## src/sv/wps_pkg.sv

```systemverilog
`default_nettype none
package wps_pkg;

  localparam int MAX_WAVES = 16;
  localparam int IDX_W     = $clog2(MAX_WAVES);
  localparam int CNT_W     = $clog2(MAX_WAVES + 1);
  localparam int ID_W      = 4;
  localparam int NUM_IDS   = 1 << ID_W;
  localparam int STAMP_W   = 32;

  localparam int IN_DATA_W  = 72;
  localparam int OUT_DATA_W = 8;

  localparam logic OP_ADD   = 1'b0;
  localparam logic OP_SCHED = 1'b1;

  localparam logic POL_RR     = 1'b0;
  localparam logic POL_GREEDY = 1'b1;

  typedef enum logic [1:0] {
    ST_IDLE,
    ST_SCAN,
    ST_DONE
  } state_t;

  typedef struct packed {
    logic shift;
    logic load;
  } cell_ctrl_t;

endpackage
`default_nettype wire

```

## src/sv/wavefront_pool_scheduler.sv

```systemverilog
// Add, or schedule on an empty pool: ST_IDLE goes to ST_DONE, which loads the result register.
// Schedule on a non-empty pool: ST_SCAN comes between them and visits n pool entries, one per cycle
// (round-robin stops at the first eligible one, else visits all; greedy visits all), 1 to 16.
// The next word is taken only once the state is back in ST_IDLE.
// A held result word lets the next item in but delays its result until the word leaves.
// Reset (rst, synchronous): empty pool, cursor at head, stamps zero, round-robin, no result.
`default_nettype none
module wavefront_pool_scheduler (
  input  wire logic                             clk,
  input  wire logic                             rst,
  input  wire logic                             cfg_we,
  input  wire logic                             cfg_wdata,
  input  wire logic                             s_axis_tvalid,
  output logic                                  s_axis_tready,
  // wave_id[3:0], running_mask[19:4], fetch_busy_mask[35:20], now_cycle[67:36], zero
  input  wire logic [wps_pkg::IN_DATA_W-1:0]    s_axis_tdata,
  // op
  input  wire logic                             s_axis_tuser,
  output logic                                  m_axis_tvalid,
  input  wire logic                             m_axis_tready,
  // granted[0], granted_id[4:1], add_dropped[5], zero
  output logic [wps_pkg::OUT_DATA_W-1:0]        m_axis_tdata
);
  import wps_pkg::*;

  state_t state, state_next;

  logic                  policy;
  logic                  op;
  logic [ID_W-1:0]       wave_id;
  logic [NUM_IDS-1:0]    run_mask;
  logic [NUM_IDS-1:0]    busy_mask;
  logic [STAMP_W-1:0]    now_cycle;

  logic [CNT_W-1:0]      count;
  logic [CNT_W-1:0]      cursor;
  logic [STAMP_W-1:0]    stamp [NUM_IDS];

  logic [IDX_W-1:0]      idx;
  logic [CNT_W-1:0]      k;
  logic                  found;
  logic [IDX_W-1:0]      pick;
  logic [ID_W-1:0]       pick_id;
  logic [STAMP_W-1:0]    best_stamp;

  logic                  out_valid;
  logic [OUT_DATA_W-1:0] out_data;

  cell_ctrl_t            ctrl     [MAX_WAVES];
  logic [ID_W-1:0]       cell_id  [MAX_WAVES];
  logic [MAX_WAVES-1:0]  cell_elig;

  logic                  in_accept;
  logic                  out_free;
  logic                  finish;
  logic                  cur_elig;
  logic [ID_W-1:0]       cur_id;
  logic                  last_k;
  logic                  scan_stop;
  logic [CNT_W-1:0]      idx_inc;
  logic                  do_append;
  logic                  do_remove;

  assign in_accept = s_axis_tvalid & s_axis_tready;
  assign out_free  = ~out_valid | m_axis_tready;
  assign finish    = (state == ST_DONE) & out_free;
  assign cur_id    = cell_id[idx];
  assign cur_elig  = cell_elig[idx];
  assign last_k    = (k == count - CNT_W'(1));
  assign scan_stop = last_k | ((policy == POL_RR) & cur_elig);
  assign idx_inc   = {1'b0, idx} + CNT_W'(1);
  assign do_append = finish & (op == OP_ADD) & (count != CNT_W'(MAX_WAVES));
  assign do_remove = finish & (op == OP_SCHED) & found;

  // cell chain
  for (genvar i = 0; i < MAX_WAVES; i++) begin : g_cell
    logic [ID_W-1:0] nbr_id;
    if (i == MAX_WAVES - 1) begin : g_tail
      assign nbr_id = '0;
    end else begin : g_mid
      assign nbr_id = cell_id[i+1];
    end
    assign ctrl[i].load  = do_append & (count == CNT_W'(i));
    assign ctrl[i].shift = do_remove & (IDX_W'(i) >= pick);
    wps_cell u_cell (
      .clk       (clk),
      .ctrl      (ctrl[i]),
      .load_id   (wave_id),
      .next_id   (nbr_id),
      .run_mask  (run_mask),
      .busy_mask (busy_mask),
      .id        (cell_id[i]),
      .eligible  (cell_elig[i])
    );
  end

  always_comb begin
    state_next = state;
    case (state)
      ST_IDLE: begin
        if (in_accept) begin
          if (s_axis_tuser == OP_ADD || count == '0) begin
            state_next = ST_DONE;
          end else begin
            state_next = ST_SCAN;
          end
        end
      end
      ST_SCAN: begin
        if (scan_stop) begin
          state_next = ST_DONE;
        end
      end
      ST_DONE: begin
        if (out_free) begin
          state_next = ST_IDLE;
        end
      end
      default: state_next = ST_IDLE;
    endcase
  end

  always_comb begin
    s_axis_tready = (state == ST_IDLE);
  end

  always_ff @(posedge clk) begin
    if (rst) begin
      state <= ST_IDLE;
    end else begin
      state <= state_next;
    end
  end

  always_ff @(posedge clk) begin
    if (rst) begin
      policy <= POL_RR;
    end else if (cfg_we) begin
      policy <= cfg_wdata;
    end
  end

  // latch item and run the scan
  always_ff @(posedge clk) begin
    if (in_accept) begin
      op        <= s_axis_tuser;
      wave_id   <= s_axis_tdata[3:0];
      run_mask  <= s_axis_tdata[19:4];
      busy_mask <= s_axis_tdata[35:20];
      now_cycle <= s_axis_tdata[67:36];
      found     <= 1'b0;
      k         <= '0;
      if (policy == POL_GREEDY || cursor >= count) begin
        idx <= '0;
      end else begin
        idx <= cursor[IDX_W-1:0];
      end
    end else if (state == ST_SCAN) begin
      k <= k + CNT_W'(1);
      if (idx_inc == count) begin
        idx <= '0;
      end else begin
        idx <= idx_inc[IDX_W-1:0];
      end
      if (cur_elig && (policy == POL_RR || !found || stamp[cur_id] > best_stamp)) begin
        found      <= 1'b1;
        pick       <= idx;
        pick_id    <= cur_id;
        best_stamp <= stamp[cur_id];
      end
    end
  end

  // pool bookkeeping
  always_ff @(posedge clk) begin
    if (rst) begin
      count  <= '0;
      cursor <= '0;
      for (int i = 0; i < NUM_IDS; i++) begin
        stamp[i] <= '0;
      end
    end else begin
      if (in_accept && s_axis_tuser == OP_SCHED && count != '0 &&
          policy == POL_RR && cursor >= count) begin
        cursor <= '0;
      end
      if (do_append) begin
        count <= count + CNT_W'(1);
      end
      if (do_remove) begin
        count  <= count - CNT_W'(1);
        cursor <= CNT_W'(pick);
        if (policy == POL_GREEDY) begin
          stamp[pick_id] <= now_cycle;
        end
      end else if (finish && op == OP_SCHED && count != '0 && policy == POL_GREEDY) begin
        cursor <= count;
      end
    end
  end

  // output register
  always_ff @(posedge clk) begin
    if (rst) begin
      out_valid <= 1'b0;
    end else if (finish) begin
      out_valid <= 1'b1;
    end else if (m_axis_tready) begin
      out_valid <= 1'b0;
    end
  end

  always_ff @(posedge clk) begin
    if (finish) begin
      out_data[0]   <= (op == OP_SCHED) & found;
      out_data[4:1] <= ((op == OP_SCHED) && found) ? pick_id : '0;
      out_data[5]   <= (op == OP_ADD) & (count == CNT_W'(MAX_WAVES));
      out_data[OUT_DATA_W-1:6] <= '0;
    end
  end

  assign m_axis_tvalid = out_valid;
  assign m_axis_tdata  = out_data;

endmodule
`default_nettype wire

```

## src/sv/wps_cell.sv

```systemverilog
`default_nettype none
module wps_cell (
  input  wire logic                          clk,
  input  wire wps_pkg::cell_ctrl_t           ctrl,
  input  wire logic [wps_pkg::ID_W-1:0]      load_id,
  input  wire logic [wps_pkg::ID_W-1:0]      next_id,
  input  wire logic [wps_pkg::NUM_IDS-1:0]   run_mask,
  input  wire logic [wps_pkg::NUM_IDS-1:0]   busy_mask,
  output logic [wps_pkg::ID_W-1:0]           id,
  output logic                               eligible
);
  import wps_pkg::*;

  always_ff @(posedge clk) begin
    if (ctrl.load) begin
      id <= load_id;
    end else if (ctrl.shift) begin
      id <= next_id;
    end
  end

  assign eligible = run_mask[id] & ~busy_mask[id];

endmodule
`default_nettype wire

```

## config.mk

```make
export PLATFORM = sky130hd
export DESIGN_NAME = wavefront_pool_scheduler
export DESIGN_NICKNAME = d
export VERILOG_FILES = /design/src/sv/wps_pkg.sv /design/src/sv/wavefront_pool_scheduler.sv /design/src/sv/wps_cell.sv
export SDC_FILE = /design/constraint.sdc
export NUM_CORES = 1
export LEC_CHECK = 0
export ABC_AREA = 0
export BUFFER_PORTS_ARGS = -buffer_cell sky130_fd_sc_hd__buf_2
export CAP_MARGIN = 30
export CORE_ASPECT_RATIO = 1.75
export CORE_MARGIN = 2
export CORE_UTILIZATION = 23
export DETAILED_ROUTE_END_ITERATION = 16
export PLACE_DENSITY = 0.33
export SYNTH_ARGS = -nofsm -noshare
export SYNTH_HDL_FRONTEND = slang
export SYNTH_SLANG_ARGS = --single-unit
```

## constraint.sdc

```tcl
create_clock -name clk -period 7.6 [get_ports clk]
set_input_delay 0.76 -clock clk [delete_from_list [all_inputs] [get_ports clk]]
set_output_delay 0.76 -clock clk [all_outputs]
set_load 0.1 [all_outputs]
```

Yosys cells after proc, flatten, opt, wreduce, memory -nomap -nowiden
Memories as Yosys holds them, arrays and structs flattened.
Cells that the tools add are included.
{"block": "classes", "n_lt_le_gt_ge": 36, "n_eq_ne": 24, "bitwise": 81, "n_addsub": 4, "n_reduce_logical": 43, "mux": 126}
{"op": "2-to-1 mux 4 bit", "count": 40}
{"op": "binary-select mux 1 bit (select 4 bit)", "count": 33}
{"op": "< comparator 4 x 5 -> 1 bit (second input constant)", "count": 17}
{"op": "bitwise AND 1 bit", "count": 57}
{"op": "2-to-1 mux 1 bit", "count": 42}
{"op": "equality test 5 x 4 -> 1 bit (second input constant)", "count": 8}
{"op": "nonzero test 2 bit", "count": 20}
{"op": "greater-or-equal comparator 4 bit (first input constant)", "count": 8}
{"op": "greater-than comparator 32 bit", "count": 1}
{"op": "2-to-1 mux 32 bit", "count": 1}
{"op": "OR reduction 32 bit", "count": 1}
{"op": "inverter 1 bit", "count": 21}
{"op": "equality test 5 x 3 -> 1 bit (second input constant)", "count": 4}
{"op": "2-to-1 mux 5 bit", "count": 4}
{"op": "binary-select mux 4 bit (select 4 bit)", "count": 1}
{"op": "greater-or-equal comparator 3 x 4 -> 1 bit (first input constant)", "count": 4}
{"op": "adder 5 x 1 -> 5 bit (second input constant)", "count": 2}
{"op": "equality test 5 x 2 -> 1 bit (second input constant)", "count": 2}
{"op": "equality test 5 bit", "count": 2}
{"op": "logical AND 1 bit", "count": 9}
{"op": "greater-or-equal comparator 1 x 4 -> 1 bit (first input constant)", "count": 2}
{"op": "greater-or-equal comparator 2 x 4 -> 1 bit (first input constant)", "count": 2}
{"op": "2-to-1 mux 2 bit", "count": 4}
{"op": "one-hot mux 2 bit (3 select lines)", "count": 1}
{"op": "22 further kinds", "count": 28}
{"block": "totals", "output_inout_bits": 10, "reg_bits": 203, "in_bits": 79, "n_memories": 1, "ram_bits": 512, "word_cells": 350}
{"memory": "stamp", "depth": 16, "width": 32, "read_ports": 1, "rd_ports_with_merged_regs": 0, "write_ports": 16, "line_no": "wavefront_pool_scheduler.sv:37", "rtl": "logic [STAMP_W-1:0] stamp [NUM_IDS];"}

Longest topological paths before layout
{"block": "logic_depth", "word_depth": 10, "ltp_mapped": 23, "depth_no_buf": 19}

By module
Synthesis repeated with hierarchy kept, for this count alone.
{"block": "hier_totals", "cells_unflattened": 3135, "hier_area_um2": 36993.0}
{"mod": "wavefront_pool_scheduler", "cells_each": 2351, "seq_area_each_um2": 19348.6, "n_inst": 1, "area_each_um2": 30066.3}
{"mod": "wps_cell", "cells_each": 49, "seq_area_each_um2": 120.1, "n_inst": 16, "area_each_um2": 432.9}

Least setup slack after synthesis
Ideal clock, no wire load.
{"block": "synth_path", "path_type": "reg2reg", "start": "register idx[0]", "end": "register best_stamp[0] (read register of stamp) (enable)", "n_path_buf": 5, "stages_incl_launch_ff": 19, "path_slack_ns": 1.475, "synth_period_minus_slack_ns": 6.125, "t_required_ns": 7.138, "setup_ns": 0.462, "arrival_ns": 5.663, "path_cell_list": "edfxtp_1 buf_4 buf_4 mux4_2 mux4_2 buf_2 buf_2 buf_1 a211oi_1 a21oi_1 ha_1 nand4_1 nor2_1 a21oi_1 o211ai_1 a31oi_1 o311ai_0 nand2_1 a31oi_1"}
{"block": "synth_between", "elab_chain_len": 9, "word_cells_on_any_way": 11, "classes_between": "1 x order compare; 5 x mux; 1 x bitwise; 3 x reduce/logical; 1 x memory"}
{"element": "from (decl)", "line_no": "wavefront_pool_scheduler.sv:39", "rtl": "logic [IDX_W-1:0] idx;"}
{"element": "from (signal assigned)", "line_no": "wavefront_pool_scheduler.sv:156", "rtl": "idx <= cursor[IDX_W-1:0];"}
{"element": "from (signal assigned)", "line_no": "wavefront_pool_scheduler.sv:163", "rtl": "idx <= idx_inc[IDX_W-1:0];"}
{"element": "inverter 4 -> 5 bit (not written as such)", "line_no": "wavefront_pool_scheduler.sv:67", "rtl": "assign cur_id = cell_id[idx];"}
{"element": "binary-select mux 4 bit (select 4 bit)", "line_no": "wavefront_pool_scheduler.sv:67"}
{"element": "2-to-1 mux 4 bit (not written as such) (2 in a row)", "line_no": "wavefront_pool_scheduler.sv:67"}
{"element": "memory read (16 x 32 bit)"}
{"element": "greater-than comparator 32 bit", "line_no": "wavefront_pool_scheduler.sv:165", "rtl": "if (cur_elig && (policy == POL_RR || !found || stamp[cur_id] > best_stamp)) begin"}
{"element": "logical OR 1 bit", "line_no": "wavefront_pool_scheduler.sv:165"}
{"element": "logical AND 1 bit *", "line_no": "wavefront_pool_scheduler.sv:165"}
{"element": "AND reduction 3 bit (no source line) *"}
{"element": "to (decl)", "line_no": "wavefront_pool_scheduler.sv:44", "rtl": "logic [STAMP_W-1:0] best_stamp;"}
Mark *: on every way between the ends. The rest lies on a longest branch, timed or not. The select of a mux whose other input is x is not followed.
A chain may end at the register's enable or synchronous reset.

Worst setup path in the final report
{"block": "layout_path", "start": "register idx[1]", "end": "register best_stamp[10] (read register of stamp) (enable)"}
The elaborated chain is that of the path after synthesis.

==> metrics <==
status completed; total of max-cap violations 0; pin count of the biggest net entering global routing 53; DIE AREA 160000 um^2; Sequential Power Share 42.4%; Sw Ratio 28.8%; kind of critical path reg2reg; cts bufs inserted 82; Syn Inst Count 2679; overall power 10.8 mW; synthesized area 36000 um^2; vias in the first global route 23982; final worst-path cycle share 81.8%; Vias per Instance 4.62; Total Wirelength 133000 um; Commonest cells post-synth 695 x edfxtp_1, 517 x and2_1, 221 x mux2i_1, 136 x clkbuf_1, 134 x a211oi_1; critical path cell sequence nand2b_1 -> o221ai_1 -> o22ai_1 -> a21oi_4 -> buf_12 -> buf_12 -> buf_4 -> nor2b_1 -> a211oi_1 -> a211oi_1 -> a211oi_1 -> a21oi_1 -> ha_1 -> a21o_1 -> a21oi_1 -> nor2b_1 -> o21ai_0 -> nand2b_1 -> a21oi_1 -> o311ai_0 -> nand2_1 -> a31oi_4 -> buf_12; Lkg Pwr 15.1 nW; fill count 15849; Final Hold Violating Endpoints 0; I/O pin total 89; Max FO, Critical Path 42; switching pwr 3.12 mW; DR iter-0 viols 1359; Synth Flop Type edfxtp_1; ant diodes 0; TritonRoute pass-1 iters 5; Slew Viols, Final 0; share of cells above drive strength 1 17.7%; worst path required time 7990 ps; nets@finish 2852; slowest CP cell edfxtp_1; Critical Path Source idx[1]; total grt overflow 0; design area 41900 um^2; top-area cell type share of the netlist area 58.0%; top-count cell post-synth edfxtp_1; critical path arrival 6600 ps; dpl cells 4680; cts hold-fix bufs 0; RSZ-0062 raised after global routing false; CP endpoint kind flip-flop; CP max stage delay 570 ps; PostCTS Resize Cnt 0; CTS HTree Levels 3; Tot GR Track Use 16.7%; #FFs+latches synth 715; total number of vias 22341; clock sink total 715; clk_lat worst skew 670 ps; FMAX 161 MHz; Fin Setup TNS 0 ps; Int Pwr 7.70 mW; syn avg cell area 13.4 um^2; sequential share of the synthesized area 59.1%; first-pass GRT wire length 187000 um; Rows 192; final setup violation count 0; Clk pwr share 38.5%; synth unique cells 81; area of the core 156000 um^2; reg2reg start idx[1]; power per cell area 258 nW/um^2; I/O Buffers 82; Post CTS Setup Buffer Count 0; EDFF count, synth 695; hold_sp s_axis_tdata[62]; Clock Tree Buf Depth 3; chip height 527 um; clk_skew 21.1 ps; asr flop ratio synth 0%; Critical Path Source Type flip-flop; clock slew at reported path FFs 60 ps; slew margin rel. 21.9%; placed cell areas 39100 um^2; Final min period 6210 ps; Post-DP HPWL 87200 um; Gate power share 19.1%; Initial Utilization 23.1%; CTS tree done; final non-filler cell total 4834; setup ws final 1390 ps; top post-synthesis cells by area edfxtp_1 58%, and2_1 9.0%, mux2i_1 6.1%; cell taking the most area after synthesis edfxtp_1; DR WL/cell 27.5 um; GP Congestion 0.803; remaining antenna violation count 0; Yosys Warn Count 0; peak supply drop 0.000155 V; synthesis-to-layout area growth 16.4%; Die Wd 303 um; Worst-Margin Slew 1160 ps; initial antenna violation count 17; Root Buffer clkbuf_16; DR DRC count 0; Placement Setup Slack 1210 ps; Hold Path Class in2reg
worst max-delay path, delay by kind of cell, from the launching register on:
family | cells | cell delay (ps)
AO/OA/AOI/OAI | 13 | 2840
buffers and inverters | 4 | 1110
AND/OR/NAND/NOR | 5 | 950
flip-flops | 1 | 570
adder cells (fa/ha/maj) | 1 | 340
path summary, 6_finish.rpt:
path | to | depth (start not counted) | slack (ps)
worst max-delay path | best_stamp[10] | 23 | 1390
worst min-delay path | now_cycle[26] | 1 | 260
worst max register to register | best_stamp[10] | 23 | 1390
worst min register to register | k[1] | 2 | 520
power groups by stage:
stage	Combinational [mW]	Clock (mW)	Sequential (mW)
after detailed placement	2.14	0	4.68
after CTS	2.15	4.32	4.60
final	2.07	4.17	4.59
after global routing	2.26	4.44	4.61
after global placement	2.12	0	4.68
after floorplan	1.34	0	4.62
area by class of cell:
cell class | instances | area, um^2 | area share [%]
inverters | 52 | 198 | 0.472
well taps | 2037 | 2550 | 6.08
clock inverters | 46 | 512 | 1.22
multi-input cells | 1698 | 13700 | 32.6
clock buffers | 107 | 2260 | 5.40
repair buffers | 179 | 1440 | 3.44
flip-flops and latches | 715 | 21300 | 50.8
state kept, by name, summed over array words and instances (netlist names), 4 cells and up:
| register | flops |
|---|---|
| stamp | 512 |
| g_cell.u_cell.id | 64 |
| best_stamp | 32 |
| now_cycle | 32 |
| busy_mask | 16 |
| run_mask | 16 |
| m_axis_tdata | 6 |
| count | 5 |
| cursor | 5 |
| k | 5 |
| idx | 4 |
| pick | 4 |
| pick_id | 4 |
| wave_id | 4 |
cell families (layout without fill, tap and decap cells):
group | after synthesis | after routing | share of synthesized area [%]
buffers and inverters | 267 | 384 | 3.44
muxes | 369 | 369 | 13.6
AOI/OAI and AO/OA | 363 | 363 | 6.88
and+or+nand+nor | 901 | 901 | 15.0
other | 1 | 2 | 0.0104
xor gates and xnor gates | 18 | 18 | 0.438
adders and majority gates | 45 | 45 | 1.56
DFF | 715 | 715 | 59.1
cell usage in the layout, fill, tap and decap left out, drive strengths merged, types with 10 or more instances in the layout:
cell type / synthesis / final
nand3: 20 / 20
o211ai: 10 / 10
nor3b: 12 / 12
mux2: 61 / 61
nand4: 11 / 11
a21o: 17 / 17
and2: 517 / 517
dfxtp: 20 / 20
nor2b: 89 / 89
nand2b: 31 / 31
clkinv: 1 / 32
nand2: 69 / 69
nor3: 19 / 19
clkbuf: 141 / 107
o21ai: 31 / 31
edfxtp: 695 / 695
a211oi: 134 / 134
nor2: 62 / 62
a21oi: 97 / 97
or2: 16 / 16
nand3b: 11 / 11
ha: 45 / 45
mux2i: 221 / 221
inv: 51 / 54
bufinv: 0 / 10
a2111oi: 13 / 13
and3: 16 / 16
xnor2: 11 / 11
buf: 74 / 179
mux4: 87 / 87
metrics by stage:
stage	utilization [%]	hold WS [ps]
after detailed placement	25.1	507
after floorplan	-	444
after CTS	26.9	186
after global routing	26.9	219
after global placement	24.9	512
final	26.9	258
layer usage:
layer	routed length [um]	vias to the layer above	global-route usage [%]	share of wire (%)
met2	76300	538	33.1	57
met3	4070	219	1.64	3.1
met5	26	-	0	0.020
met1	47000	11505	17.3	35
met4	5700	4	7.40	4.3
li1	-	10075	-	-
Note: power is estimated with default switching activity, not from simulation.
